[config.mk]
export PLATFORM = sky130hd
export DESIGN_NAME = keyword_token_scanner_flat
export DESIGN_NICKNAME = d
export VERILOG_FILES = /design/src/design/kts_pkg.sv /design/src/design/kts_char_if.sv /design/src/design/kts_token_if.sv /design/src/design/keyword_token_scanner.sv /design/src/flat_wrapper.sv
export SDC_FILE = /design/constraint.sdc
export NUM_CORES = 1
export LEC_CHECK = 0
export BUFFER_PORTS_ARGS = -buffer_cell sky130_fd_sc_hd__buf_2
export CAP_MARGIN = 40
export CORE_ASPECT_RATIO = 1.2
export CORE_UTILIZATION = 28
export CTS_CLUSTER_DIAMETER = 60
export DETAILED_ROUTE_END_ITERATION = 8
export GPL_TIMING_DRIVEN = 0
export PLACE_DENSITY = 0.45
export SLEW_MARGIN = 20
export SYNTH_ARGS = -nofsm -noshare
export SYNTH_HDL_FRONTEND = slang
export SYNTH_SLANG_ARGS = --single-unit
[constraint.sdc]
create_clock -name i_clk -period 9.5 [get_ports i_clk]
set_input_delay 2.375 -clock i_clk [delete_from_list [all_inputs] [get_ports i_clk]]
set_output_delay 2.375 -clock i_clk [all_outputs]
set_load 0.1 [all_outputs]
[src/design/kts_pkg.sv]
// Shared types and constants for the keyword token scanner.
// Depends on nothing; every other file of the block uses it.
`timescale 1ns / 1ps
`default_nettype none

package kts_pkg;

    localparam int MAX_IDENT_CHARS_DEF = 8;
    localparam int NUMBER_BITS_DEF     = 32;

    localparam int CHAR_W  = 8;
    localparam int KIND_W  = 5;
    localparam int VALUE_W = 32;
    localparam int TEXT_W  = 64;
    localparam int LEN_W   = 4;

    typedef enum logic [KIND_W-1:0] {
        KIND_END    = 5'd0,
        KIND_BEGIN  = 5'd1,
        KIND_IF     = 5'd2,
        KIND_THEN   = 5'd3,
        KIND_WHILE  = 5'd4,
        KIND_DO     = 5'd5,
        KIND_ENDKW  = 5'd6,
        KIND_IDENT  = 5'd7,
        KIND_NUMBER = 5'd8,
        KIND_PLUS   = 5'd9,
        KIND_MINUS  = 5'd10,
        KIND_STAR   = 5'd11,
        KIND_SLASH  = 5'd12,
        KIND_COLON  = 5'd13,
        KIND_ASSIGN = 5'd14,
        KIND_LT     = 5'd15,
        KIND_NE     = 5'd16,
        KIND_LE     = 5'd17,
        KIND_GT     = 5'd18,
        KIND_GE     = 5'd19,
        KIND_EQ     = 5'd20,
        KIND_SEMI   = 5'd21,
        KIND_LPAREN = 5'd22,
        KIND_RPAREN = 5'd23,
        KIND_ERROR  = 5'd24
    } t_kind;

    typedef struct packed {
        t_kind               kind;
        logic [VALUE_W-1:0]  number_value;
        logic [TEXT_W-1:0]   ident_text;
        logic [LEN_W-1:0]    ident_length;
        logic                overflow_flag;
        logic                last_of_run;
    } t_token;

    // Character codes
    localparam logic [CHAR_W-1:0] CH_SPACE  = 8'h20;
    localparam logic [CHAR_W-1:0] CH_HASH   = 8'h23;
    localparam logic [CHAR_W-1:0] CH_LPAREN = 8'h28;
    localparam logic [CHAR_W-1:0] CH_RPAREN = 8'h29;
    localparam logic [CHAR_W-1:0] CH_STAR   = 8'h2a;
    localparam logic [CHAR_W-1:0] CH_PLUS   = 8'h2b;
    localparam logic [CHAR_W-1:0] CH_MINUS  = 8'h2d;
    localparam logic [CHAR_W-1:0] CH_SLASH  = 8'h2f;
    localparam logic [CHAR_W-1:0] CH_ZERO   = 8'h30;
    localparam logic [CHAR_W-1:0] CH_NINE   = 8'h39;
    localparam logic [CHAR_W-1:0] CH_COLON  = 8'h3a;
    localparam logic [CHAR_W-1:0] CH_SEMI   = 8'h3b;
    localparam logic [CHAR_W-1:0] CH_LT     = 8'h3c;
    localparam logic [CHAR_W-1:0] CH_EQ     = 8'h3d;
    localparam logic [CHAR_W-1:0] CH_GT     = 8'h3e;
    localparam logic [CHAR_W-1:0] CH_UPPER_A = 8'h41;
    localparam logic [CHAR_W-1:0] CH_UPPER_Z = 8'h5a;
    localparam logic [CHAR_W-1:0] CH_LOWER_A = 8'h61;
    localparam logic [CHAR_W-1:0] CH_LOWER_Z = 8'h7a;

    // Keywords packed first character in the low byte, zero padded
    localparam int NUM_KEYWORDS = 6;
    localparam logic [TEXT_W-1:0] KW_TEXT [NUM_KEYWORDS] = '{
        64'h0000_006e_6967_6562,   // begin
        64'h0000_0000_0000_6669,   // if
        64'h0000_0000_6e65_6874,   // then
        64'h0000_0065_6c69_6877,   // while
        64'h0000_0000_0000_6f64,   // do
        64'h0000_0000_0064_6e65    // end
    };
    localparam logic [LEN_W-1:0] KW_LEN [NUM_KEYWORDS] = '{
        4'd5, 4'd2, 4'd4, 4'd5, 4'd2, 4'd3
    };

endpackage

`default_nettype wire

[src/design/kts_char_if.sv]
// Character input channel: valid/ready handshake carrying one source byte.
// Depends on kts_pkg for the character width.
`timescale 1ns / 1ps
`default_nettype none

interface kts_char_if;
    logic                       valid;
    logic                       ready;
    logic [kts_pkg::CHAR_W-1:0] char_in;

    modport source (output valid, output char_in, input ready);
    modport sink   (input valid, input char_in, output ready);
endinterface

`default_nettype wire

[src/design/kts_token_if.sv]
// Token output channel: valid/ready handshake carrying one scanned token.
// Depends on kts_pkg for the field widths.
`timescale 1ns / 1ps
`default_nettype none

interface kts_token_if;
    logic                        valid;
    logic                        ready;
    logic [kts_pkg::KIND_W-1:0]  token_kind;
    logic [kts_pkg::VALUE_W-1:0] number_value;
    logic [kts_pkg::TEXT_W-1:0]  ident_text;
    logic [kts_pkg::LEN_W-1:0]   ident_length;
    logic                        overflow_flag;
    logic                        last_of_run;

    modport source (output valid, output token_kind, output number_value,
                    output ident_text, output ident_length, output overflow_flag,
                    output last_of_run, input ready);
    modport sink   (input valid, input token_kind, input number_value,
                    input ident_text, input ident_length, input overflow_flag,
                    input last_of_run, output ready);
endinterface

`default_nettype wire

[src/design/keyword_token_scanner.sv]
// Keyword token scanner top level: scan state, token logic and output queue.
// Depends on kts_pkg, kts_char_if and kts_token_if.
`timescale 1ns / 1ps
`default_nettype none

// The scanner takes one source character per transfer on i_char and emits
// tokens on o_tok: the six keywords, identifiers, decimal numbers, the
// single and paired operators, an end token for '#' and an error token for
// any byte it does not know. A character that closes a pending token (a
// number, an identifier or a lone '<', '>' or ':') first emits that token
// and is then scanned on its own, so one character can yield two tokens;
// last_of_run marks the final token a character produced. Identifiers keep
// at most MAX_IDENT_CHARS characters and numbers saturate at
// 2^NUMBER_BITS-1; either case sets overflow_flag, and a truncated name is
// never reported as a keyword. Rate: one character per clock while
// i_char.ready is high, which needs at most one token in the three-entry
// token queue; the scan is a single pass of logic from the state registers
// into that queue, which drains one token per clock while o_tok.ready is
// high. Tokens reach o_tok in the cycle after the transfer at the earliest.
module keyword_token_scanner #(
    parameter int MAX_IDENT_CHARS = kts_pkg::MAX_IDENT_CHARS_DEF,
    parameter int NUMBER_BITS     = kts_pkg::NUMBER_BITS_DEF
) (
    input  wire          i_clk,
    input  wire          i_rst_n,
    kts_char_if.sink     i_char,
    kts_token_if.source  o_tok
);

    localparam int BUF_W   = 8 * MAX_IDENT_CHARS;
    localparam int CNT_W   = $clog2(MAX_IDENT_CHARS + 1);
    localparam int WIDE_W  = NUMBER_BITS + 4;
    localparam int QDEPTH  = 3;

    typedef enum logic [2:0] {
        S_IDLE  = 3'd0,
        S_NUM   = 3'd1,
        S_IDENT = 3'd2,
        S_LT    = 3'd3,
        S_GT    = 3'd4,
        S_COLON = 3'd5
    } t_state;

    // Scan state
    t_state                   r_state,  n_state;
    logic [NUMBER_BITS-1:0]   r_acc,    n_acc;
    logic [BUF_W-1:0]         r_buf,    n_buf;
    logic [CNT_W-1:0]         r_cnt,    n_cnt;
    logic                     r_ovf,    n_ovf;

    // Token queue
    kts_pkg::t_token          r_q [QDEPTH];
    logic [1:0]               r_rd,     n_rd;
    logic [1:0]               r_wr,     n_wr;
    logic [1:0]               r_qcnt,   n_qcnt;

    logic                     in_xfer;
    logic                     out_xfer;
    logic [kts_pkg::CHAR_W-1:0] c;
    logic                     is_dig;
    logic                     is_let;
    logic [3:0]               digit;
    logic [WIDE_W-1:0]        acc_next;
    kts_pkg::t_kind           ident_kind;
    kts_pkg::t_token          tok_end;   // token closed by this character
    kts_pkg::t_token          tok_own;   // token of the character itself
    logic                     ended;
    logic                     own;
    logic [1:0]               push;
    kts_pkg::t_token          head;

    function automatic logic [1:0] ptr_inc(input logic [1:0] p);
        return (p == 2'(QDEPTH - 1)) ? 2'd0 : p + 2'd1;
    endfunction

    assign c        = i_char.char_in;
    assign in_xfer  = i_char.valid && i_char.ready;
    assign out_xfer = o_tok.valid && o_tok.ready;

    // Room for two tokens whatever the consumer does this cycle
    assign i_char.ready = (r_qcnt <= 2'd1);

    assign is_dig = c inside {[kts_pkg::CH_ZERO:kts_pkg::CH_NINE]};
    assign is_let = c inside {[kts_pkg::CH_LOWER_A:kts_pkg::CH_LOWER_Z],
                              [kts_pkg::CH_UPPER_A:kts_pkg::CH_UPPER_Z]};
    assign digit  = c[3:0];

    // acc * 10 + digit, in a width that cannot wrap
    assign acc_next = (WIDE_W'(r_acc) << 3) + (WIDE_W'(r_acc) << 1) + WIDE_W'(digit);

    // Keyword lookup on the pending identifier
    always_comb begin
        ident_kind = kts_pkg::KIND_IDENT;
        if (!r_ovf) begin
            for (int i = 0; i < kts_pkg::NUM_KEYWORDS; i++) begin
                if (kts_pkg::TEXT_W'(r_buf) == kts_pkg::KW_TEXT[i] &&
                    kts_pkg::LEN_W'(r_cnt) == kts_pkg::KW_LEN[i]) begin
                    ident_kind = kts_pkg::t_kind'(kts_pkg::KIND_W'(i + 1));
                end
            end
        end
    end

    // Scan one character
    always_comb begin
        logic scan_idle;
        n_state   = r_state;
        n_acc     = r_acc;
        n_buf     = r_buf;
        n_cnt     = r_cnt;
        n_ovf     = r_ovf;
        ended     = 1'b0;
        own       = 1'b0;
        scan_idle = 1'b1;
        tok_end   = '0;
        tok_own   = '0;

        case (r_state)
            S_NUM: begin
                if (is_dig) begin
                    scan_idle = 1'b0;
                    if (acc_next[WIDE_W-1:NUMBER_BITS] != '0) begin
                        n_acc = '1;
                        n_ovf = 1'b1;
                    end else begin
                        n_acc = acc_next[NUMBER_BITS-1:0];
                    end
                end else begin
                    ended                = 1'b1;
                    tok_end.kind         = kts_pkg::KIND_NUMBER;
                    tok_end.number_value = kts_pkg::VALUE_W'(r_acc);
                    tok_end.overflow_flag = r_ovf;
                end
            end
            S_IDENT: begin
                if (is_let || is_dig) begin
                    scan_idle = 1'b0;
                    if (r_cnt < CNT_W'(MAX_IDENT_CHARS)) begin
                        for (int i = 0; i < MAX_IDENT_CHARS; i++) begin
                            if (r_cnt == CNT_W'(i)) begin
                                n_buf[8*i +: 8] = c;
                            end
                        end
                        n_cnt = r_cnt + CNT_W'(1);
                    end else begin
                        n_ovf = 1'b1;
                    end
                end else begin
                    ended                 = 1'b1;
                    tok_end.kind          = ident_kind;
                    tok_end.ident_text    = kts_pkg::TEXT_W'(r_buf);
                    tok_end.ident_length  = kts_pkg::LEN_W'(r_cnt);
                    tok_end.overflow_flag = r_ovf;
                end
            end
            S_LT: begin
                ended = 1'b1;
                if (c == kts_pkg::CH_GT || c == kts_pkg::CH_EQ) begin
                    scan_idle    = 1'b0;
                    n_state      = S_IDLE;
                    tok_end.kind = (c == kts_pkg::CH_GT) ? kts_pkg::KIND_NE
                                                         : kts_pkg::KIND_LE;
                end else begin
                    tok_end.kind = kts_pkg::KIND_LT;
                end
            end
            S_GT: begin
                ended = 1'b1;
                if (c == kts_pkg::CH_EQ) begin
                    scan_idle    = 1'b0;
                    n_state      = S_IDLE;
                    tok_end.kind = kts_pkg::KIND_GE;
                end else begin
                    tok_end.kind = kts_pkg::KIND_GT;
                end
            end
            S_COLON: begin
                ended = 1'b1;
                if (c == kts_pkg::CH_EQ) begin
                    scan_idle    = 1'b0;
                    n_state      = S_IDLE;
                    tok_end.kind = kts_pkg::KIND_ASSIGN;
                end else begin
                    tok_end.kind = kts_pkg::KIND_COLON;
                end
            end
            default: begin
            end
        endcase

        // Start over from idle with the same character
        if (scan_idle) begin
            n_state = S_IDLE;
            n_acc   = '0;
            n_buf   = '0;
            n_cnt   = '0;
            n_ovf   = 1'b0;
            if (is_dig) begin
                n_state = S_NUM;
                n_acc   = NUMBER_BITS'(digit);
            end else if (is_let) begin
                n_state     = S_IDENT;
                n_buf[7:0]  = c;
                n_cnt       = CNT_W'(1);
            end else begin
                own = 1'b1;
                case (c)
                    kts_pkg::CH_SPACE:  own = 1'b0;
                    kts_pkg::CH_LT:     begin own = 1'b0; n_state = S_LT;    end
                    kts_pkg::CH_GT:     begin own = 1'b0; n_state = S_GT;    end
                    kts_pkg::CH_COLON:  begin own = 1'b0; n_state = S_COLON; end
                    kts_pkg::CH_PLUS:   tok_own.kind = kts_pkg::KIND_PLUS;
                    kts_pkg::CH_MINUS:  tok_own.kind = kts_pkg::KIND_MINUS;
                    kts_pkg::CH_STAR:   tok_own.kind = kts_pkg::KIND_STAR;
                    kts_pkg::CH_SLASH:  tok_own.kind = kts_pkg::KIND_SLASH;
                    kts_pkg::CH_EQ:     tok_own.kind = kts_pkg::KIND_EQ;
                    kts_pkg::CH_SEMI:   tok_own.kind = kts_pkg::KIND_SEMI;
                    kts_pkg::CH_LPAREN: tok_own.kind = kts_pkg::KIND_LPAREN;
                    kts_pkg::CH_RPAREN: tok_own.kind = kts_pkg::KIND_RPAREN;
                    kts_pkg::CH_HASH:   tok_own.kind = kts_pkg::KIND_END;
                    default:            tok_own.kind = kts_pkg::KIND_ERROR;
                endcase
            end
        end

        tok_own.last_of_run = 1'b1;
        tok_end.last_of_run = !own;
    end

    assign push = in_xfer ? ({1'b0, ended} + {1'b0, own}) : 2'd0;

    // Queue pointers and fill level
    always_comb begin
        n_wr = r_wr;
        if (push == 2'd1) begin
            n_wr = ptr_inc(r_wr);
        end else if (push == 2'd2) begin
            n_wr = ptr_inc(ptr_inc(r_wr));
        end
        n_rd   = out_xfer ? ptr_inc(r_rd) : r_rd;
        n_qcnt = r_qcnt + push - {1'b0, out_xfer};
    end

    // Control and scan state
    always_ff @(posedge i_clk) begin
        if (!i_rst_n) begin
            r_state <= S_IDLE;
            r_acc   <= '0;
            r_buf   <= '0;
            r_cnt   <= '0;
            r_ovf   <= 1'b0;
            r_rd    <= '0;
            r_wr    <= '0;
            r_qcnt  <= '0;
        end else begin
            if (in_xfer) begin
                r_state <= n_state;
                r_acc   <= n_acc;
                r_buf   <= n_buf;
                r_cnt   <= n_cnt;
                r_ovf   <= n_ovf;
            end
            r_rd   <= n_rd;
            r_wr   <= n_wr;
            r_qcnt <= n_qcnt;
        end
    end

    // Queue payload: closed token first, then the character's own token
    always_ff @(posedge i_clk) begin
        if (push != 2'd0) begin
            r_q[r_wr] <= ended ? tok_end : tok_own;
        end
        if (push == 2'd2) begin
            r_q[ptr_inc(r_wr)] <= tok_own;
        end
    end

    assign head = r_q[r_rd];

    assign o_tok.valid         = (r_qcnt != 2'd0);
    assign o_tok.token_kind    = head.kind;
    assign o_tok.number_value  = head.number_value;
    assign o_tok.ident_text    = head.ident_text;
    assign o_tok.ident_length  = head.ident_length;
    assign o_tok.overflow_flag = head.overflow_flag;
    assign o_tok.last_of_run   = head.last_of_run;

    // Idle means nothing pending
    a_idle_clear: assert property (@(posedge i_clk) disable iff (!i_rst_n)
        (r_state == S_IDLE) |-> (r_acc == '0 && r_cnt == '0 && !r_ovf))
        else $error("pending buffers not clear while idle");

    // Overflow only belongs to a number or identifier in progress
    a_ovf_state: assert property (@(posedge i_clk) disable iff (!i_rst_n)
        r_ovf |-> (r_state == S_NUM || r_state == S_IDENT))
        else $error("overflow set outside number or identifier");

    // Identifier count never passes the buffer size
    a_cnt_max: assert property (@(posedge i_clk) disable iff (!i_rst_n)
        (r_cnt <= CNT_W'(MAX_IDENT_CHARS)))
        else $error("identifier count beyond buffer");

    // A number token carries no identifier text
    a_num_text: assert property (@(posedge i_clk) disable iff (!i_rst_n)
        (o_tok.valid && o_tok.token_kind == kts_pkg::KIND_NUMBER)
        |-> (o_tok.ident_text == '0 && o_tok.ident_length == '0))
        else $error("number token with identifier text");

endmodule

`default_nettype wire
[src/flat_wrapper.sv]
// flat-port wrapper written by rule: the top's interface ports become plain ports
module keyword_token_scanner_flat 
#(
    parameter int MAX_IDENT_CHARS = kts_pkg::MAX_IDENT_CHARS_DEF,
    parameter int NUMBER_BITS     = kts_pkg::NUMBER_BITS_DEF
)
  (i_clk, i_rst_n, i_char_valid, i_char_char_in, i_char_ready, o_tok_valid, o_tok_token_kind, o_tok_number_value, o_tok_ident_text, o_tok_ident_length, o_tok_overflow_flag, o_tok_last_of_run, o_tok_ready);
  kts_char_if i_char_i ();
  kts_token_if o_tok_i ();
  input  wire i_clk;
  input  wire i_rst_n;
  input wire logic [$bits(i_char_i.valid)-1:0] i_char_valid;
  input wire logic [$bits(i_char_i.char_in)-1:0] i_char_char_in;
  output wire logic [$bits(i_char_i.ready)-1:0] i_char_ready;
  output wire logic [$bits(o_tok_i.valid)-1:0] o_tok_valid;
  output wire logic [$bits(o_tok_i.token_kind)-1:0] o_tok_token_kind;
  output wire logic [$bits(o_tok_i.number_value)-1:0] o_tok_number_value;
  output wire logic [$bits(o_tok_i.ident_text)-1:0] o_tok_ident_text;
  output wire logic [$bits(o_tok_i.ident_length)-1:0] o_tok_ident_length;
  output wire logic [$bits(o_tok_i.overflow_flag)-1:0] o_tok_overflow_flag;
  output wire logic [$bits(o_tok_i.last_of_run)-1:0] o_tok_last_of_run;
  input wire logic [$bits(o_tok_i.ready)-1:0] o_tok_ready;
  assign i_char_i.valid = i_char_valid;
  assign i_char_i.char_in = i_char_char_in;
  assign i_char_ready = i_char_i.ready;
  assign o_tok_valid = o_tok_i.valid;
  assign o_tok_token_kind = o_tok_i.token_kind;
  assign o_tok_number_value = o_tok_i.number_value;
  assign o_tok_ident_text = o_tok_i.ident_text;
  assign o_tok_ident_length = o_tok_i.ident_length;
  assign o_tok_overflow_flag = o_tok_i.overflow_flag;
  assign o_tok_last_of_run = o_tok_i.last_of_run;
  assign o_tok_i.ready = o_tok_ready;
  keyword_token_scanner #(.MAX_IDENT_CHARS(MAX_IDENT_CHARS), .NUMBER_BITS(NUMBER_BITS)) u_core (.i_clk(i_clk), .i_rst_n(i_rst_n), .i_char(i_char_i), .o_tok(o_tok_i));
endmodule
Word level (Yosys, flattened, before mapping)
Memory sizes are Yosys's and may differ from the RTL's. A register that Yosys moved wholly into a read port is not among the register bits. Cells that the tools add are included.

Equal/unequal tests: 42. $add $sub $neg: 9. $lt $le $gt $ge: 8. Mux-type cells: 84. Divide/modulo/power cells: 0. Multiply operators: 0. Reduce and logical (&&, ||, !) cells: 51. Shift-type cells: 0. Bitwise operators: 0.

Operators by type and width (count): $mux W64 (4); $mux W32 (5); $eq A64 B15 Y1 const B (2); $eq A64 B39 Y1 const B (2); $mux W107 (1); $eq A8 B6 Y1 const B (13); $mux W8 (10); $mux W69 (1); $mux W68 (1); $eq A64 B23 Y1 const B (1); $eq A64 B31 Y1 const B (1); $pmux W5 S9 (1); $reduce_and A5 Y1 (8); $add A35 B33 Y36 (1); $add A36 B4 Y36 (1); $mux W3 (12); $mux W36 (1); $reduce_bool A2 Y1 (17); $mux W5 (5); $pmux W5 S5 (1); $mux W4 (6); $mux W1 (21); $mux W2 (9); $eq A4 B3 Y1 const B (4); 38 further kinds (66).

Output and inout bits: 109. Latch bits: 0. Word-level logic and storage cells: 210. Register bits: 110. Bits in read-only memories: 0. Memories: 1. Bits in writable memories: 321. Bits of input ports: 12.

Memories: u_core.r_q (words 3, bits a word 107, read ports 1, clocked after memory_dff 1, write ports 2, line keyword_token_scanner.sv:52) `kts_pkg::t_token r_q [QDEPTH];`.

Depth between registers and ports, before layout
Gate-level depths: netlist (run 1).

Depth in word-level cells: 12. Gate-level depth with buffers: 17. Mapped depth without buffers: 15.

Least setup slack after synthesis (run 1)
No wires, ideal clock.

Path type: reg-to-output. From: register (tool-made name). To: output o_tok_number_value[10]. Path buffers: 3. Arrival time: 3.654 ns. Data required time: 7.125 ns. Stages on the path, launching flop included: 6. Setup slack: 3.471 ns. Path through: dfxtp_1 clkbuf_1 clkbuf_1 buf_1 mux2i_1 o21ai_0.

RTL lines: end, declared (line flat_wrapper.sv:17) `output wire logic [$bits(o_tok_i.number_value)-1:0] o_tok_number_value;`.

==> results of run 1 <==
per-stage QoR:
stage / hold WS [ns] / total power [uW] / cell area, um2
after floorplan: 0.425 / 2370 / 19900
after global placement: 0.447 / 2600 / 21600
after detailed placement: 0.458 / 2610 / 21700
after CTS: 0.472 / 4790 / 23600
after global routing: 0.489 / 4930 / 23700
final: 0.466 / 4760 / 23700
worst max-delay path, delay by kind of cell:
| family | cells | cell delay, ns |
|---|---|---|
| simple gates | 7 | 2.12 |
| buf+inv | 6 | 2.22 |
| fa+ha+maj | 2 | 0.60 |
| compound gates | 2 | 0.54 |
where the power goes:
group	leakage, uW	switching [uW]	internal (uW)
logic	0.00476	522	174
registers	0.00351	24.1	1860
clock network	0.000926	866	1310
total	0.00920	1410	3340
cell type report:
type / count / area [um2]
Sequential cell: 433 / 8820
Clock buffer: 67 / 1480
Buffer: 156 / 636
Tap cell: 918 / 1150
Clock inverter: 33 / 422
Fill cell: 7140 / 46200
Inverter: 30 / 113
Multi-Input combinational cell: 1472 / 10300
Timing Repair Buffer: 133 / 772
Antenna cell: 1 / 2.50
metal layers:
layer / GRT usage [%] / vias up / wire length, um
met4: 6.66 / 10 / 2260
met5: 0 / - / 56
met2: 33.7 / 456 / 35200
li1: - / 8208 / -
met1: 24.0 / 8475 / 30300
met3: 2.99 / 131 / 3090
registers in the layout (all words and copies together), names as in the netlist, named ones only:
register and count:
u_core.r_state 3, u_core.r_wr 2, u_core.r_q 321, u_core.r_rd 2
u_core.r_ovf 1, u_core.r_acc 32, u_core.r_buf 64, u_core.r_qcnt 2
u_core.r_cnt 4
worst min-delay path by stage:
stage	slack, ns	to	depth (start not counted)	from
after CTS	0.47	u_core.r_q[2][1]	2	u_core.r_q[2][1]
after global routing	0.49	u_core.r_q[0][76]	1	u_core.r_q[0][76]
after detailed placement	0.46	u_core.r_q[2][1]	2	u_core.r_q[2][1]
final	0.47	u_core.r_q[2][1]	2	u_core.r_q[2][1]
after global placement	0.45	u_core.r_q[1][1]	2	u_core.r_q[1][1]
after floorplan	0.42	u_core.r_q[1][1]	2	u_core.r_q[1][1]
logic make-up (layout without fill, tap and decap cells):
| group | Yosys count | in the layout | synth area share, % |
|---|---|---|---|
| simple gates | 529 | 529 | 12.9 |
| buf+inv | 186 | 419 | 3.77 |
| compound gates | 712 | 712 | 26.4 |
| fa+ha+maj | 77 | 77 | 4.90 |
| flops | 433 | 433 | 44.4 |
| mux | 128 | 128 | 6.49 |
| xor+xnor | 26 | 26 | 1.15 |
| other cells | 0 | 1 | 0 |
layout by cell type, fill, tap and decap left out, types with 7 or more instances in the layout:
master and count:
a211oi_1 8, a21o_1 9, a21oi_1 92, a22o_1 317
a22oi_1 16, and2_1 18, and3_1 14, buf_1 13
buf_2 129, buf_6 16, bufinv_16 7, clkbuf_1 130
clkbuf_16 54, clkbuf_8 8, clkinv_2 10, dfxtp_1 418
edfxtp_1 15, ha_1 73, inv_1 29, mux2i_1 122
nand2_1 223, nand2b_1 10, nand3_1 67, nand4_1 11
nor2_1 85, nor2b_1 15, nor3_1 20, nor3b_1 7
nor4_1 16, o211ai_1 10, o21ai_0 151, o21ai_1 19
o22ai_1 9, xnor2_1 15, xor2_1 11
==> key figures, run 1 <==
Setup path
  • Setup CP Type: input pin to flop
  • Worst R2R Path Depth: 16
  • CP startpoint: i_char_char_in[3]
  • Critical-path top delay cell: clkbuf_1
  • Reg-to-Reg Start: u_core.r_state[0]
  • Critical path's largest stage delay: 0.64 ns
  • Critical path arrival: just under 8 ns
  • Worst setup path end: u_core.r_q[1][69]
  • CP endpoint kind: flop
  • Startpoint type of the worst setup path: input pin
  • Reg2reg setup slack: ~4.1 ns
  • Critical Path RT: 10.04 ns
  • Worst r2r dst: u_core.r_q[1][69]
  • CP Cell Sequence: buf_2 > clkbuf_1 > nor3_1 > nand2_1 > a211o_1 > nand2_1 > nor3_2 > inv_1 > ha_1 > nand2_1 > ha_1 > or3b_2 > clkbuf_1 > nor2_1 > clkbuf_1 > buf_1 > a22o_1
  • CP Max Fanout: 10

Floorplan
  • Die Ht: 294 um
  • Die footprint: around 72000 um2
  • Starting Density: 28.4%
  • Core area: ~70000 um2
  • FP Rows: approximately 110
  • I/O pin count: about 120
  • Die width: about 250 um

Routing
  • Iteration-0 DRC Markers: 961
  • Via count: between 15000 and 20000
  • Total Routed Length: roughly 70000 um
  • Drt drc: 0
  • Post-detailed-route via-to-cell ratio: 5.33
  • ANT nets after route: 0
  • First-pass DRT Iterations: 5
  • DR WL/cell: between 20 and 25 um

Placement
  • Routability cong.: around 0.92
  • I/O Buffers: between 100 and 150
  • Cells after DPL: between 3000 and 4000
  • Setup slack after placement: between 1.5 and 2 ns
  • Post-DP HPWL: between 50000 and 60000 um

Global routing
  • Initial antenna violation count: 7
  • Vias in the first global route: 17100
  • Largest net degree at the start of global routing: 15
  • Global-route usage over all layers: between 10% and 20%
  • First-pass GRT wire length: ~110000 um
  • Grt ovf: 0

STA
  • Setup violators final: 0
  • Setup_tns: 0 ns
  • Final WS setup: approximately 2.2 ns
  • Slew of the pin with the lowest slew margin: between 0.8 and 0.9 ns
  • Layout Skew: around 0.020 ns
  • Final hold violation count: 0
  • FMAX: about 140 MHz
  • Post-route clock period utilization: 77.1%
  • Min Clock Period, post-route: about 7.3 ns
  • Max_slew headroom: between 40% and 50%
  • RSZ-0062 raised after global routing: no
  • Slew Limit Fails: 0

Pwr
  • Peak VDD IR: between 0.0001 and 0.00015 V
  • Power density over cell area: approximately 200 nW/um2
  • Leak: between 0.009 and 0.01 uW

Clock tree
  • CTS root buf: clkbuf_16
  • CTS tree: built
  • CTS max path bufs: 3
  • Worst-Skew Late Latency: just over 0.6 ns
  • Reg clk slew, reported paths: about 0.060 ns
  • Hold-fix buffers, CTS: 0
  • Post-CTS setup buffers: 0
  • H-tree depth: 2
  • CTS resizes: 0
  • Num CTS Buffers: 54
  • Clk sink count: 433

Logic synthesis
  • Primary FF master, synth: dfxtp_1
  • Synth Net Count: approximately 2200
  • Mapped Area: roughly 20000 um2
  • Top-area cell type share of the netlist area: 42.1%
  • Synth top area cells: dfxtp_1 42%, a22o_1 14%, mux2i_1 6.1%, ha_1 4.6%, nand2_1 4.2%
  • Sequential fraction of the synthesis area: ~44%
  • Cells after Synth: 2091
  • Synth warn: 0
  • Yosys reg bits: 433
  • Ys async rst share: 0%
  • Yosys cell types: a little under 90
  • Top-count cell post-synth: dfxtp_1
  • Most common library cells after synthesis: 418 x dfxtp_1, 317 x a22o_1, 223 x nand2_1
  • Post-synth top area cell: dfxtp_1
  • Post-synth EDFFs: 15
  • Syn Area/Cell: between 9 and 10 um2

Finish
  • Fin util: approximately 34%
  • Nets: 2367
  • Fin cells: 3243
  • Layout cells sized above 1: 12.3%
  • Area growth syn-to-layout: 19.3%

Outcome
  • Status: finished, final reports clean

Hold path
  • Worst Hold Class: flop to flop

Run
  • Max-cap check violation count: 0
Power figures use the tool's default switching activity.
==> inputs of run 2 (changes only) <==
--- a/config.mk
+++ b/config.mk
@@ -12,7 +12,7 @@
 export CTS_CLUSTER_DIAMETER = 60
 export DETAILED_ROUTE_END_ITERATION = 8
 export GPL_TIMING_DRIVEN = 0
-export PLACE_DENSITY = 0.45
+export PLACE_DENSITY = 0.46
 export SLEW_MARGIN = 20
 export SYNTH_ARGS = -nofsm -noshare
 export SYNTH_HDL_FRONTEND = slang
==> constraint.sdc (replaced) <==
create_clock -name i_clk -period 6.7 [get_ports i_clk]
set_input_delay 1.675 -clock i_clk [delete_from_list [all_inputs] [get_ports i_clk]]
set_output_delay 1.675 -clock i_clk [all_outputs]
set_load 0.1 [all_outputs]
==> run 2 against run 1 <==
  * Global-route usage about the same
  * Setup slack worse by 1.7 ns
  * Clock power up 33%
  * Non-clock buffer count down 7
  * Die area unchanged
  * Sequential power up 42%
  * Final cell count down 0.40%
  * Clock-buffer cell count up 7
==> key figures, run 2 (synthesis results as in run 1) <==
Floorplan
  • Starting Density: between 20 and 30%
  • Die width: roughly 250 um
  • Die footprint: approximately 72000 um2
  • FP Rows: between 100 and 150
  • Die Ht: slightly below 300 um
  • Core area: 69900 um2
  • I/O pin count: between 100 and 150

Setup path
  • WP buf/inv: 5
  • Critical Path RT: 7.25 ns
  • CP endpoint kind: flop
  • Critical-path top delay cell: clkbuf_1
  • Startpoint type of the worst setup path: input pin
  • CP Max Fanout: 14
  • CP Cell Sequence: buf_2 > inv_1 > o311a_1 > a21oi_1 > a21boi_0 > o31a_1 > ha_1 > nand2_1 > ha_1 > or3_1 > clkbuf_1 > nor2_1 > clkbuf_1 > buf_1 > a22o_1
  • Critical path arrival: slightly below 7 ns
  • Critical path's largest stage delay: ~0.64 ns
  • Setup CP Type: input pin to flop
  • Delay-heaviest family, CP: buffers and inverters

Finish
  • Biggest register: u_core.r_q
  • Fillers: 7164
  • Layout cells sized above 1: a little under an eighth
  • Nets: between 2000 and 2500
  • Largest register FFs: approximately 320
  • Register area: 8820 um2
  • Commonest non-fill, non-tap cell in the layout: dfxtp_1
  • Multi-input logic area: a little over 10000 um2
  • Area growth syn-to-layout: 18.4%
  • Most frequent cells in the layout: 418 x dfxtp_1, 317 x a22o_1, 223 x nand2_1
  • Top Registers: u_core.r_q (321), u_core.r_buf (64), u_core.r_acc (32)

Pwr
  • Leak: just over 0.009 uW
  • Seq pwr share: between 40% and 50%
  • Power density over cell area: 278 nW/um2
  • Switching power: approximately 1900 uW
  • Sw frac: between 20 and 30%
  • Internal power: about 4600 uW
  • Comb pwr share: between 10 and 15%
  • Clk pwr share: between 40 and 50%
  • Peak VDD IR: about 0.00020 V

STA
  • Final hold slack: 0.475 ns
  • Slew Limit Fails: 0
  • Min Clock Period, post-route: ~6.3 ns
  • Post-route clock period utilization: approximately 94%
  • RSZ-0062 raised after global routing: no
  • Max_slew headroom: between 40% and 50%
  • FMAX: between 150 and 200 MHz
  • Final hold violation count: 0
  • Setup violators final: 0
  • Final WS setup: between 0.4 and 0.5 ns
  • Slew of the pin with the lowest slew margin: between 0.8 and 0.9 ns
  • Layout Skew: ~0.031 ns

Clock tree
  • CTS tree: built
  • Reg clk slew, reported paths: ~0.060 ns
  • Num CTS Buffers: 51
  • Worst-Skew Late Latency: around 0.61 ns
  • Hold-fix buffers, CTS: 0
  • H-tree depth: 2
  • CTS root buf: clkbuf_16
  • Post-CTS setup buffers: 0
  • CTS max path bufs: 3
  • Clk sink count: between 400 and 500

Hold path
  • Worst Hold Class: flop to flop

Routing
  • Post-detailed-route via-to-cell ratio: approximately 5.3
  • DR WL/cell: 21.9 um
  • Total Routed Length: between 70000 and 80000 um
  • ANT nets after route: 0
  • First-pass DRT Iterations: 6
  • Iteration-0 DRC Markers: between 1000 and 1500
  • Drt drc: 0
  • Via count: approximately 17000

Global routing
  • First-pass GRT wire length: 108000 um
  • Largest net degree at the start of global routing: 15
  • Initial antenna violation count: 6
  • Global-route usage over all layers: 19.3%
  • Vias in the first global route: approximately 17000
  • Grt ovf: 0

Placement
  • I/O Buffers: ~120
  • Routability cong.: 0.902
  • Setup slack after placement: -0.651 ns
  • Post-DP HPWL: just over 50000 um

Outcome
  • Status: finished, final reports clean

Run
  • Max-cap check violation count: 0
-- run 2: power by group through the flow --
stage	clock network, uW	logic, uW	registers (uW)
floorplan	0	656	2710
global placement	0	963	2720
detailed placement	0	971	2720
CTS	2960	974	2670
global route	3080	1040	2670
finish	2890	975	2670
-- run 2: path summary, 6_finish.rpt --
kind / startpoint / endpoint / slack (ns) / cells past startpoint
worst max-delay path: i_char_char_in[3] / u_core.r_q[0][58] / 0.43 / 15
worst min-delay path: u_core.r_q[0][25] / u_core.r_q[0][25] / 0.47 / 1
worst max register to register: u_core.r_state[0] / u_core.r_q[0][58] / 1.31 / 16
worst min register to register: u_core.r_q[0][25] / u_core.r_q[0][25] / 0.47 / 1
-- run 2: layer usage --
metal	up-vias	global-route usage [%]	wire [um]
met1	8440	23.9	30000
met4	8	6.25	2020
met3	112	2.93	3330
li1	8179	-	-
met2	440	34.0	35300
met5	-	0	42
-- run 2: what timing repair did --
action | in CTS | in global routing
gates cloned | 0 | 0
gates resized for setup | 0 | 3
hold endpoints to repair | 0 | 0
setup endpoints to repair | 19 | 28
-- run 2: per-stage QoR --
| stage | instances | setup TNS [ns] | total power, uW | instance area [um2] | util, % |
|---|---|---|---|---|---|
| after floorplan | 2091 | 0 | 3370 | 19900 | - |
| after global placement | 3125 | -88.39 | 3690 | 21600 | 30.9 |
| after detailed placement | 3132 | -37.80 | 3700 | 21700 | 31.0 |
| after CTS | 3225 | 0 | 6600 | 23500 | 33.6 |
| after global routing | 3229 | 0 | 6790 | 23500 | 33.6 |
| final | 3230 | 0 | 6530 | 23500 | 33.6 |
-- run 2: cell type report --
class                   count  area share (%)
diodes                      1          0.0106
plain buffers             155            2.71
clock buffers              74            6.61
clock inverters            20           0.974
inverters                  30           0.479
multi-input cells        1472            43.8
flip-flops and latches    433            37.5
well taps                 918            4.89
repair buffers            127            2.98
